[src/rtl/i2cm_pkg.sv]
// Shared types and constants of the I2C master bit engine.
// No dependencies; i2c_master_bit_engine and i2cm_seq use it by scoped name.
package i2cm_pkg;

	localparam int unsigned HP_W          = 16;
	localparam int unsigned COUNT_W_DEF   = 16;
	localparam logic [HP_W-1:0] HALF_PERIOD_RESET = 16'd20;
	localparam logic [7:0] BIT_MSB        = 8'h80;
	localparam logic [3:0] LAST_DATA_BIT  = 4'd8;

	// command codes on the op field; the codes above OP_READ mean nothing
	localparam logic [2:0] OP_NONE  = 3'd0;
	localparam logic [2:0] OP_START = 3'd1;
	localparam logic [2:0] OP_STOP  = 3'd2;
	localparam logic [2:0] OP_WRITE = 3'd3;
	localparam logic [2:0] OP_READ  = 3'd4;

	typedef enum logic [2:0] {
		ST_IDLE  = 3'd0,
		ST_START = 3'd1,
		ST_STOP  = 3'd2,
		ST_WRITE = 3'd3,
		ST_READ  = 3'd4
	} st_t;

	typedef struct packed {
		logic       scl_level;
		logic       sda_level;
		logic       busy_res;
		logic       done_res;
		logic [7:0] rx_byte;
		logic       nack_seen;
		logic       rejected;
	} res_t;

endpackage

[src/rtl/i2cm_ifs.sv]
// Handshake channels of the I2C master bit engine: command tick in, bus result out.
// No dependencies.
interface i2cm_cmd_if;
	logic       valid;
	logic       ready;
	logic [2:0] op;
	logic [7:0] tx_byte;
	logic       send_ack;
	logic       sda_in;

	modport source (output valid, op, tx_byte, send_ack, sda_in, input ready);
	modport sink   (input valid, op, tx_byte, send_ack, sda_in, output ready);
endinterface

interface i2cm_res_if;
	logic       valid;
	logic       ready;
	logic       scl_level;
	logic       sda_level;
	logic       busy_res;
	logic       done_res;
	logic [7:0] rx_byte;
	logic       nack_seen;
	logic       rejected;

	modport source (output valid, scl_level, sda_level, busy_res, done_res, rx_byte,
		nack_seen, rejected, input ready);
	modport sink   (input valid, scl_level, sda_level, busy_res, done_res, rx_byte,
		nack_seen, rejected, output ready);
endinterface

[src/rtl/i2c_master_bit_engine.sv]
// Top level of the I2C master bit engine: handshake, half-period register, result register.
// Depends on i2cm_pkg, i2cm_ifs (i2cm_cmd_if, i2cm_res_if) and i2cm_seq.

// Each transaction on cmd is one timing tick of the bus and may carry a command:
// start, stop, write byte (MSB first, then the slave's ack is sampled into nack_seen)
// or read byte (eight bits sampled at the end of each SCL-high phase, then ack or
// nack driven). Every SCL/SDA phase holds for half_period ticks (0 acts as 1, and
// values beyond the tick counter saturate); the accepting tick is the first tick of
// the first phase. A command that arrives while a sequence runs is dropped and
// flagged in rejected. Each cmd transaction produces exactly one res transaction.
// Throughput is one tick per clock cycle: the sequencer state and the output register
// both load at the accepting edge, so the result is offered on res in the next cycle.
// cmd.ready drops only while that output register holds a result that res has not
// taken. Write half_period through cfg_we/cfg_wdata only while no tick is in flight.
module i2c_master_bit_engine #(
	parameter int unsigned COUNT_WIDTH = i2cm_pkg::COUNT_W_DEF
) (
	input  logic                      clk,
	input  logic                      arst_n,
	i2cm_cmd_if.sink                  cmd,
	i2cm_res_if.source                res,
	input  logic                      cfg_we,
	input  logic [i2cm_pkg::HP_W-1:0] cfg_wdata
);

	logic [i2cm_pkg::HP_W-1:0] half_period_q;
	logic                      res_valid_q;
	i2cm_pkg::res_t            res_nxt;
	i2cm_pkg::res_t            res_q;
	logic                      accept;

	// hold the tick back only while a finished result still waits downstream
	assign cmd.ready = !res_valid_q || res.ready;
	assign accept    = cmd.valid && cmd.ready;

	always_ff @(posedge clk or negedge arst_n) begin
		if (!arst_n)
			half_period_q <= i2cm_pkg::HALF_PERIOD_RESET;
		else if (cfg_we)
			half_period_q <= cfg_wdata;
	end

	i2cm_seq #(
		.COUNT_WIDTH (COUNT_WIDTH)
	) u_seq (
		.clk         (clk),
		.arst_n      (arst_n),
		.adv         (accept),
		.op          (cmd.op),
		.tx_byte     (cmd.tx_byte),
		.send_ack    (cmd.send_ack),
		.sda_in      (cmd.sda_in),
		.half_period (half_period_q),
		.res_nxt     (res_nxt)
	);

	// result valid: set on every accepted tick, drop once taken
	always_ff @(posedge clk or negedge arst_n) begin
		if (!arst_n)
			res_valid_q <= 1'b0;
		else if (accept)
			res_valid_q <= 1'b1;
		else if (res.ready)
			res_valid_q <= 1'b0;
	end

	// result payload: load with the tick's outcome
	always_ff @(posedge clk) begin
		if (accept)
			res_q <= res_nxt;
	end

	assign res.valid     = res_valid_q;
	assign res.scl_level = res_q.scl_level;
	assign res.sda_level = res_q.sda_level;
	assign res.busy_res  = res_q.busy_res;
	assign res.done_res  = res_q.done_res;
	assign res.rx_byte   = res_q.rx_byte;
	assign res.nack_seen = res_q.nack_seen;
	assign res.rejected  = res_q.rejected;

endmodule

[src/rtl/i2cm_seq.sv]
// Phase sequencer of the I2C master: command state, phase and bit counters, line levels.
// Depends on i2cm_pkg.
module i2cm_seq #(
	parameter int unsigned COUNT_WIDTH = i2cm_pkg::COUNT_W_DEF
) (
	input  logic                        clk,
	input  logic                        arst_n,
	input  logic                        adv,
	input  logic [2:0]                  op,
	input  logic [7:0]                  tx_byte,
	input  logic                        send_ack,
	input  logic                        sda_in,
	input  logic [i2cm_pkg::HP_W-1:0]   half_period,
	output i2cm_pkg::res_t              res_nxt
);

	localparam int unsigned HPW = i2cm_pkg::HP_W;

	i2cm_pkg::st_t st_q, st_d;
	logic [1:0]             ph_q, ph_d;
	logic [3:0]             bit_q, bit_d;
	logic [COUNT_WIDTH-1:0] tick_q, tick_d;
	logic [7:0]             shift_q, shift_d;
	logic                   scl_q, scl_d;
	logic                   sda_q, sda_d;
	logic                   ack_q, ack_d;
	logic                   want_q, want_d;
	logic [7:0]             rx_q, rx_d;

	logic [COUNT_WIDTH-1:0] hp_lim, hp_eff;
	logic                   valid_op, phase_end, last_ph, seq_end;
	logic [1:0]             last_ph_idx;
	logic [3:0]             bit_nx, last_bit;
	logic                   done, rej;
	logic [1:0]             lv;

	// clamp the hold to what the counter holds
	if (COUNT_WIDTH < HPW) begin : g_clamp
		assign hp_lim = (|half_period[HPW-1:COUNT_WIDTH]) ? '1
			: half_period[COUNT_WIDTH-1:0];
	end else if (COUNT_WIDTH == HPW) begin : g_same
		assign hp_lim = half_period;
	end else begin : g_wide
		assign hp_lim = {{(COUNT_WIDTH-HPW){1'b0}}, half_period};
	end
	assign hp_eff = (hp_lim == '0) ? COUNT_WIDTH'(1) : hp_lim;

	// line levels of one phase; {scl, sda}
	function automatic logic [1:0] levels(i2cm_pkg::st_t st, logic [1:0] ph, logic [3:0] b,
		logic [7:0] sh, logic wa, logic scl, logic sda);
		logic s_c;
		logic s_d;
		s_c = scl;
		s_d = sda;
		case (st)
			i2cm_pkg::ST_START: begin
				case (ph)
					2'd0:    s_d = 1'b1;
					2'd1:    begin s_c = 1'b1; s_d = 1'b1; end
					2'd2:    begin s_c = 1'b1; s_d = 1'b0; end
					default: begin s_c = 1'b0; s_d = 1'b0; end
				endcase
			end
			i2cm_pkg::ST_STOP: begin
				case (ph)
					2'd0:    s_c = 1'b0;
					2'd1:    begin s_c = 1'b0; s_d = 1'b0; end
					2'd2:    begin s_c = 1'b1; s_d = 1'b0; end
					default: begin s_c = 1'b1; s_d = 1'b1; end
				endcase
			end
			i2cm_pkg::ST_WRITE: begin
				s_c = (ph == 2'd1);
				if (b >= 4'd8 || (b == 4'd7 && ph == 2'd2))
					s_d = 1'b1;
				else
					s_d = |((sh << b[2:0]) & i2cm_pkg::BIT_MSB);
			end
			i2cm_pkg::ST_READ: begin
				if (b < 4'd8) begin
					s_c = (ph == 2'd0);
					s_d = 1'b1;
				end else begin
					s_c = (ph == 2'd1);
					s_d = ~wa;
				end
			end
			default: ;
		endcase
		return {s_c, s_d};
	endfunction

	assign valid_op  = (op == i2cm_pkg::OP_START) || (op == i2cm_pkg::OP_STOP)
		|| (op == i2cm_pkg::OP_WRITE) || (op == i2cm_pkg::OP_READ);
	assign phase_end = (tick_q >= hp_eff);

	always_comb begin
		case (st_q)
			i2cm_pkg::ST_START, i2cm_pkg::ST_STOP: last_ph_idx = 2'd3;
			i2cm_pkg::ST_WRITE: last_ph_idx = 2'd2;
			default:            last_ph_idx = (bit_q < 4'd8) ? 2'd1 : 2'd2;
		endcase
		last_bit = (st_q == i2cm_pkg::ST_WRITE || st_q == i2cm_pkg::ST_READ)
			? i2cm_pkg::LAST_DATA_BIT : 4'd0;
	end

	assign last_ph = (ph_q == last_ph_idx);
	assign bit_nx  = bit_q + {3'd0, last_ph};
	assign seq_end = phase_end && (bit_nx > last_bit);

	// next state
	always_comb begin
		st_d = st_q;
		unique case (st_q)
			i2cm_pkg::ST_IDLE: begin
				if (valid_op)
					st_d = i2cm_pkg::st_t'(op);
			end
			i2cm_pkg::ST_START, i2cm_pkg::ST_STOP, i2cm_pkg::ST_WRITE,
			i2cm_pkg::ST_READ: begin
				if (seq_end)
					st_d = i2cm_pkg::ST_IDLE;
			end
			default: st_d = i2cm_pkg::ST_IDLE;
		endcase
	end

	// counters, shifter and line levels
	always_comb begin
		ph_d    = ph_q;
		bit_d   = bit_q;
		tick_d  = tick_q;
		shift_d = shift_q;
		scl_d   = scl_q;
		sda_d   = sda_q;
		ack_d   = ack_q;
		want_d  = want_q;
		rx_d    = rx_q;
		done    = 1'b0;
		rej     = 1'b0;
		lv      = {scl_q, sda_q};
		if (st_q == i2cm_pkg::ST_IDLE) begin
			if (valid_op) begin
				ph_d   = 2'd0;
				bit_d  = 4'd0;
				tick_d = COUNT_WIDTH'(1);
				if (op == i2cm_pkg::OP_WRITE)
					shift_d = tx_byte;
				if (op == i2cm_pkg::OP_READ) begin
					shift_d = 8'd0;
					want_d  = send_ack;
				end
				lv    = levels(i2cm_pkg::st_t'(op), 2'd0, 4'd0, shift_d, want_d, scl_q, sda_q);
				scl_d = lv[1];
				sda_d = lv[0];
			end
		end else begin
			rej = valid_op;
			if (!phase_end) begin
				tick_d = tick_q + COUNT_WIDTH'(1);
			end else begin
				if (st_q == i2cm_pkg::ST_WRITE && bit_q == 4'd8 && ph_q == 2'd1)
					ack_d = sda_in;
				if (st_q == i2cm_pkg::ST_READ && bit_q < 4'd8 && ph_q == 2'd0)
					shift_d = {shift_q[6:0], sda_in};
				ph_d  = last_ph ? 2'd0 : ph_q + 2'd1;
				bit_d = bit_nx;
				if (seq_end) begin
					if (st_q == i2cm_pkg::ST_READ) begin
						rx_d  = shift_d;
						sda_d = 1'b1;
					end
					ph_d   = 2'd0;
					bit_d  = 4'd0;
					tick_d = '0;
					done   = 1'b1;
				end else begin
					lv     = levels(st_q, ph_d, bit_d, shift_d, want_q, scl_q, sda_q);
					scl_d  = lv[1];
					sda_d  = lv[0];
					tick_d = COUNT_WIDTH'(1);
				end
			end
		end
	end

	always_ff @(posedge clk or negedge arst_n) begin
		if (!arst_n) begin
			st_q    <= i2cm_pkg::ST_IDLE;
			ph_q    <= 2'd0;
			bit_q   <= 4'd0;
			tick_q  <= '0;
			shift_q <= 8'd0;
			scl_q   <= 1'b1;
			sda_q   <= 1'b1;
			ack_q   <= 1'b0;
			want_q  <= 1'b0;
			rx_q    <= 8'd0;
		end else if (adv) begin
			st_q    <= st_d;
			ph_q    <= ph_d;
			bit_q   <= bit_d;
			tick_q  <= tick_d;
			shift_q <= shift_d;
			scl_q   <= scl_d;
			sda_q   <= sda_d;
			ack_q   <= ack_d;
			want_q  <= want_d;
			rx_q    <= rx_d;
		end
	end

	always_comb begin
		res_nxt.scl_level = scl_d;
		res_nxt.sda_level = sda_d;
		res_nxt.busy_res  = (st_d != i2cm_pkg::ST_IDLE);
		res_nxt.done_res  = done;
		res_nxt.rx_byte   = rx_d;
		res_nxt.nack_seen = ack_d;
		res_nxt.rejected  = rej;
	end

endmodule
[src/flat_wrapper.sv]
// flat-port wrapper written by rule: the top's interface ports become plain ports
module i2c_master_bit_engine_flat 
#(
	parameter int unsigned COUNT_WIDTH = i2cm_pkg::COUNT_W_DEF
)
  (clk, arst_n, cfg_we, cfg_wdata, cmd_valid, cmd_op, cmd_tx_byte, cmd_send_ack, cmd_sda_in, cmd_ready, res_valid, res_scl_level, res_sda_level, res_busy_res, res_done_res, res_rx_byte, res_nack_seen, res_rejected, res_ready);
  i2cm_cmd_if cmd_i ();
  i2cm_res_if res_i ();
  input  logic clk;
  input  logic arst_n;
  input  logic cfg_we;
  input  logic [i2cm_pkg::HP_W-1:0] cfg_wdata;
  input wire logic [$bits(cmd_i.valid)-1:0] cmd_valid;
  input wire logic [$bits(cmd_i.op)-1:0] cmd_op;
  input wire logic [$bits(cmd_i.tx_byte)-1:0] cmd_tx_byte;
  input wire logic [$bits(cmd_i.send_ack)-1:0] cmd_send_ack;
  input wire logic [$bits(cmd_i.sda_in)-1:0] cmd_sda_in;
  output wire logic [$bits(cmd_i.ready)-1:0] cmd_ready;
  output wire logic [$bits(res_i.valid)-1:0] res_valid;
  output wire logic [$bits(res_i.scl_level)-1:0] res_scl_level;
  output wire logic [$bits(res_i.sda_level)-1:0] res_sda_level;
  output wire logic [$bits(res_i.busy_res)-1:0] res_busy_res;
  output wire logic [$bits(res_i.done_res)-1:0] res_done_res;
  output wire logic [$bits(res_i.rx_byte)-1:0] res_rx_byte;
  output wire logic [$bits(res_i.nack_seen)-1:0] res_nack_seen;
  output wire logic [$bits(res_i.rejected)-1:0] res_rejected;
  input wire logic [$bits(res_i.ready)-1:0] res_ready;
  assign cmd_i.valid = cmd_valid;
  assign cmd_i.op = cmd_op;
  assign cmd_i.tx_byte = cmd_tx_byte;
  assign cmd_i.send_ack = cmd_send_ack;
  assign cmd_i.sda_in = cmd_sda_in;
  assign cmd_ready = cmd_i.ready;
  assign res_valid = res_i.valid;
  assign res_scl_level = res_i.scl_level;
  assign res_sda_level = res_i.sda_level;
  assign res_busy_res = res_i.busy_res;
  assign res_done_res = res_i.done_res;
  assign res_rx_byte = res_i.rx_byte;
  assign res_nack_seen = res_i.nack_seen;
  assign res_rejected = res_i.rejected;
  assign res_i.ready = res_ready;
  i2c_master_bit_engine #(.COUNT_WIDTH(COUNT_WIDTH)) u_core (.clk(clk), .arst_n(arst_n), .cmd(cmd_i), .res(res_i), .cfg_we(cfg_we), .cfg_wdata(cfg_wdata));
endmodule
[config.mk]
export PLATFORM = sky130hd
export DESIGN_NAME = i2c_master_bit_engine_flat
export DESIGN_NICKNAME = d
export VERILOG_FILES = /design/src/rtl/i2cm_pkg.sv /design/src/rtl/i2cm_ifs.sv /design/src/rtl/i2c_master_bit_engine.sv /design/src/rtl/i2cm_seq.sv /design/src/flat_wrapper.sv
export SDC_FILE = /design/constraint.sdc
export NUM_CORES = 1
export LEC_CHECK = 0
export BUFFER_PORTS_ARGS = -buffer_cell sky130_fd_sc_hd__buf_2
export CORE_AREA = 3 3 102 95
export DETAILED_ROUTE_END_ITERATION = 10
export DIE_AREA = 0 0 105 98
export GPL_TIMING_DRIVEN = 0
export PLACE_DENSITY_LB_ADDON = 0.3
export SYNTH_ARGS = -nofsm -noshare
export SYNTH_HDL_FRONTEND = slang
export SYNTH_SLANG_ARGS = --single-unit
[constraint.sdc]
create_clock -name clk -period 3 [get_ports clk]
set_input_delay 0.45 -clock clk [delete_from_list [all_inputs] [get_ports clk]]
set_output_delay 0.45 -clock clk [all_outputs]
set_load 0.02 [all_outputs]
==> metrics.md <==
| Metric | Value |
|---|---|
| MaxCap Viol Count | 0 |
| Pin count of the biggest net entering global routing | 63 |
| DRT Pass-1 Iters | 6 |
| Core area | around 8600 sq um |
| TritonCTS Buffers | 9 |
| Fill count | 670 |
| Period minus WS final | between 3 and 4 ns |
| DRT iter0 DRCs | approximately 370 |
| Port Buffers | 49 |
| Critical path data required time | around 3.1 ns |
| CTS root buffer | clkbuf_8 |
| Leakage | about 2.5 nW |
| Net count after synthesis | between 500 and 600 |
| RSZ-0062 raised after global routing | yes |
| Total Nets Final | between 600 and 700 |
| CTS tree | built |
| Slew Limit Fails | 0 |
| Maximum VDD drop | 0.000281 V |
| Async SR Flop Fraction | 81.6% |
| Initial antenna violation count | 0 |
| Status | finished, violations left |
| Routed len/inst | 19.1 um |
| Longest Clk Path Bufs | 2 |
| Yosys warning total | 0 |
| Crit Reg-Reg Endpoint | u_core.res.sda_level |
| Slew HR | approximately 44% |
| Clock transition at path regs | ~0.090 ns |
| Worst slew pin tran | approximately 0.84 ns |
| Final WS setup | -0.137 ns |
| Synth top area cells | dfrtp_1, edfxtp_1, ha_1, mux2_2, nand2_1 |
| GP Congestion | slightly above 0.9 |
| Post-Route WL | ~13 mm |
| Initial core utilization | between 50% and 60% |
| CP Capture Type | register |
| Mean Syn Cell Area | approximately 9.6 sq um |
| Top cell type by total area after synthesis | dfrtp_1 |
| Global-route usage over all layers | 25.3% |
| Seq cells post-synth | 76 |
| Vias in the first global route | 4223 |
| Number of remaining DRC errors | 0 |
| Sequential area share after synthesis | a little over two fifths |
| Core Rows | 32 |
| Post-synth EDFFs | 14 |
| Die X-Extent | around 110 um |
| Clock Latency Late Sink | 0.35 ns |
| FF-to-FF path depth | 14 |
| Tot Pwr | roughly 0.0028 W |
| Post-DR vias/cell | roughly 6.3 |
| Pwr dens | roughly 480 nW/um^2 |
| CP max FO | 6 |
| Die Ht | about 100 um |
| Post-Synthesis Cells | just under 500 |
| Antenna viol nets, final | 0 |
| First-pass GRT wire length | around 21 mm |
| Share of layout cells above drive strength 1 | 30.0% |
| Diode count | 0 |
| H-Tree Depth | 3 |
| FMAX | around 320 MHz |
| Crit start category | register |
| Io pins | 50 |
| HPWL after DPL | a little under 9 mm |
| CP Class | register to register |
| Hold Fails Final Rpt | 0 |
| Worst R2R Setup Slack | -0.14 ns |
| Violated checks | setup timing |
| GR Overflow Total | 0 |
| Layout overhead on the synthesized area | 23.3% |
| Synth unique cells | 77 |
| Final Skew | ~0.017 ns |
| Total Die Area | roughly 10000 sq um |
| Crit share post-route | 105% |
| Clock sink count | 76 |
| Share of the synthesized area in the top cell type | between 30% and 40% |
| Final setup fails | 16 |
| Worst path arrival time | ~3.3 ns |
| Hold Path Class | primary input to asynchronous set/reset pin |
| Via count | 4298 |
| Post-Synthesis Cell Area | between 4000 and 5000 sq um |
| Worst r2r src | u_core.u_seq.st_q[1] |
| Top_reg_cell synth | dfrtp_1 |
| Dpl ws | -0.510 ns |
worst max-delay path, stage by stage (launching register included):
cell and delay [ns]:
dfrtp_1 0.40, buf_6 0.14, xor2_1 0.15, nand2_1 0.09, o21ai_2 0.08, a31oi_4 0.17, inv_2 0.07, ha_4 0.18
ha_4 0.31, nor4bb_4 0.22, nand3_1 0.12, o41a_1 0.15, and4_1 0.22, or3_1 0.37, a31o_1 0.24
area by class of cell:
type | instances | area (sq um) | share of cell area (%)
Buffer | 18 | 98.8 | 1.72
Clock buffer | 10 | 138 | 2.40
Clock inverter | 6 | 71.3 | 1.24
Inverter | 38 | 151 | 2.64
Multi-Input combinational cell | 350 | 2740 | 47.7
Sequential cell | 76 | 1980 | 34.5
Tap cell | 119 | 149 | 2.60
Timing Repair Buffer | 69 | 409 | 7.14
sequential cells by signal, indices dropped and copies added (netlist names):
name,count
u_core.res.busy_res,1
u_core.u_seq.st_q,3
u_core.res.done_res,1
u_core.u_seq.sda_q,1
u_core.u_seq.scl_q,1
u_core.u_seq.ack_q,1
u_core.u_seq.rx_q,8
u_core.res.valid,1
u_core.u_seq.tick_q,16
u_core.u_seq.ph_q,2
u_core.res.rejected,1
u_core.res.scl_level,1
u_core.u_seq.shift_q,8
u_core.res.rx_byte,8
u_core.res.sda_level,1
u_core.res.nack_seen,1
u_core.half_period_q,16
u_core.u_seq.want_q,1
u_core.u_seq.bit_q,4
cells in the final DEF, fill, tap and decap left out, types with 3 or more instances in the layout:
| cell | netlist | layout |
|---|---|---|
| ha_1 | 26 | 22 |
| buf_2 | 7 | 52 |
| o211ai_1 | 10 | 10 |
| dfstp_2 | 4 | 4 |
| and2_1 | 5 | 3 |
| clkbuf_8 | 0 | 10 |
| o21ai_0 | 34 | 32 |
| buf_4 | 0 | 18 |
| nand2b_1 | 3 | 3 |
| edfxtp_1 | 14 | 14 |
| a31oi_1 | 7 | 6 |
| nor3_1 | 6 | 5 |
| nand2_1 | 55 | 55 |
| o22ai_1 | 4 | 4 |
| nor2_1 | 24 | 22 |
| clkbuf_2 | 0 | 3 |
| mux2_4 | 0 | 8 |
| and3_1 | 4 | 4 |
| dfrtp_1 | 58 | 57 |
| buf_6 | 1 | 5 |
| o21ai_2 | 1 | 3 |
| xor2_1 | 14 | 12 |
| a21oi_1 | 24 | 22 |
| nor2_4 | 1 | 3 |
| ha_4 | 0 | 4 |
| mux2_2 | 24 | 17 |
| clkinvlp_4 | 0 | 3 |
| nor4_1 | 5 | 4 |
| nand4_1 | 9 | 9 |
| nand3_1 | 14 | 13 |
| nor2b_1 | 5 | 5 |
| a211oi_1 | 11 | 9 |
| clkbuf_1 | 11 | 7 |
| inv_1 | 37 | 33 |
| a22o_1 | 7 | 7 |
power by group:
part,leakage (nW),switching (W),internal [W]
Clock,0.0991,0.000408,0.000413
Combinational,1.51,0.000388,0.000283
Sequential,0.922,0.000113,0.00116
synth_stat cells (2+ instances only):
cell type	count
a21oi_1	24
o21ai_1	2
o22ai_1	4
clkbuf_1	11
o211ai_1	10
a31oi_1	7
nor2b_1	5
a22oi_1	2
nor2_1	24
inv_1	37
o221ai_1	2
mux2_2	24
nand2b_1	3
and3_1	4
xor2_1	14
nor4_1	5
buf_2	7
dfrtp_1	58
ha_1	26
a211oi_1	11
nand4_1	9
a41oi_1	2
edfxtp_1	14
and2_1	5
dfstp_2	4
nor3_1	6
nand2_1	55
o21ai_0	34
xnor2_1	2
a32oi_1	2
a311oi_1	2
nand3_1	14
a22o_1	7
a221o_1	2
mux2i_1	2
or4_1	2
or3_1	2
metrics by stage:
stage               TNS (ns)  hold slack (ns)  area, sq um  cells  util [%]
floorplan                  0            0.154         4730    484         -
global placement       -6.22            0.476         5130    652      59.8
detailed placement     -7.04            0.487         5130    652      59.9
CTS                   -0.898            0.213         5530    681      64.5
global route           -2.10            0.249         5730    686      66.9
finish                -0.781            0.201         5730    686      66.9
how the worst max path moves through the flow:
stage          slack (ns)            startpoint  cells after the start              endpoint
6_report            -0.14  u_core.u_seq.st_q[1]                     14  u_core.res.sda_level
4_1_cts             -0.16  u_core.u_seq.st_q[1]                     14  u_core.res.sda_level
3_3_place_gp        -0.47  u_core.u_seq.st_q[1]                     14  u_core.res.sda_level
5_1_grt             -0.27  u_core.u_seq.st_q[1]                     14  u_core.res.sda_level
3_5_place_dp        -0.51  u_core.u_seq.st_q[1]                     14  u_core.res.sda_level
2_1_floorplan       0.006  u_core.u_seq.st_q[1]                     14  u_core.res.sda_level
timing repair:
action | CTS | global route
pin swaps | 12 | 12
hold endpoints to repair | 0 | 0
hold buffers | 0 | 0
setup buffers | 14 | 5
endpoints found under the setup margin | 28 | 37
gates cloned | 1 | 0
gates resized for setup | 22 | 38
kinds of logic after synthesis:
kind of cell,share of synthesized area [%]
fa+ha+maj,7.00
flops,42.5
simple gates,16.0
buf+inv,5.03
compound gates,19.4
mux,6.97
xor+xnor,3.01
layer usage:
metal  vias to the layer above  track usage, %  part of all wire (%)
li1                       1944               -                     -
met1                      2067            35.0                    42
met2                       248            40.4                    46
met3                        39            4.96                   9.0
met4                         0            7.67                   2.4
met5                         -               0                     0
(Power assumes the default switching activity.)
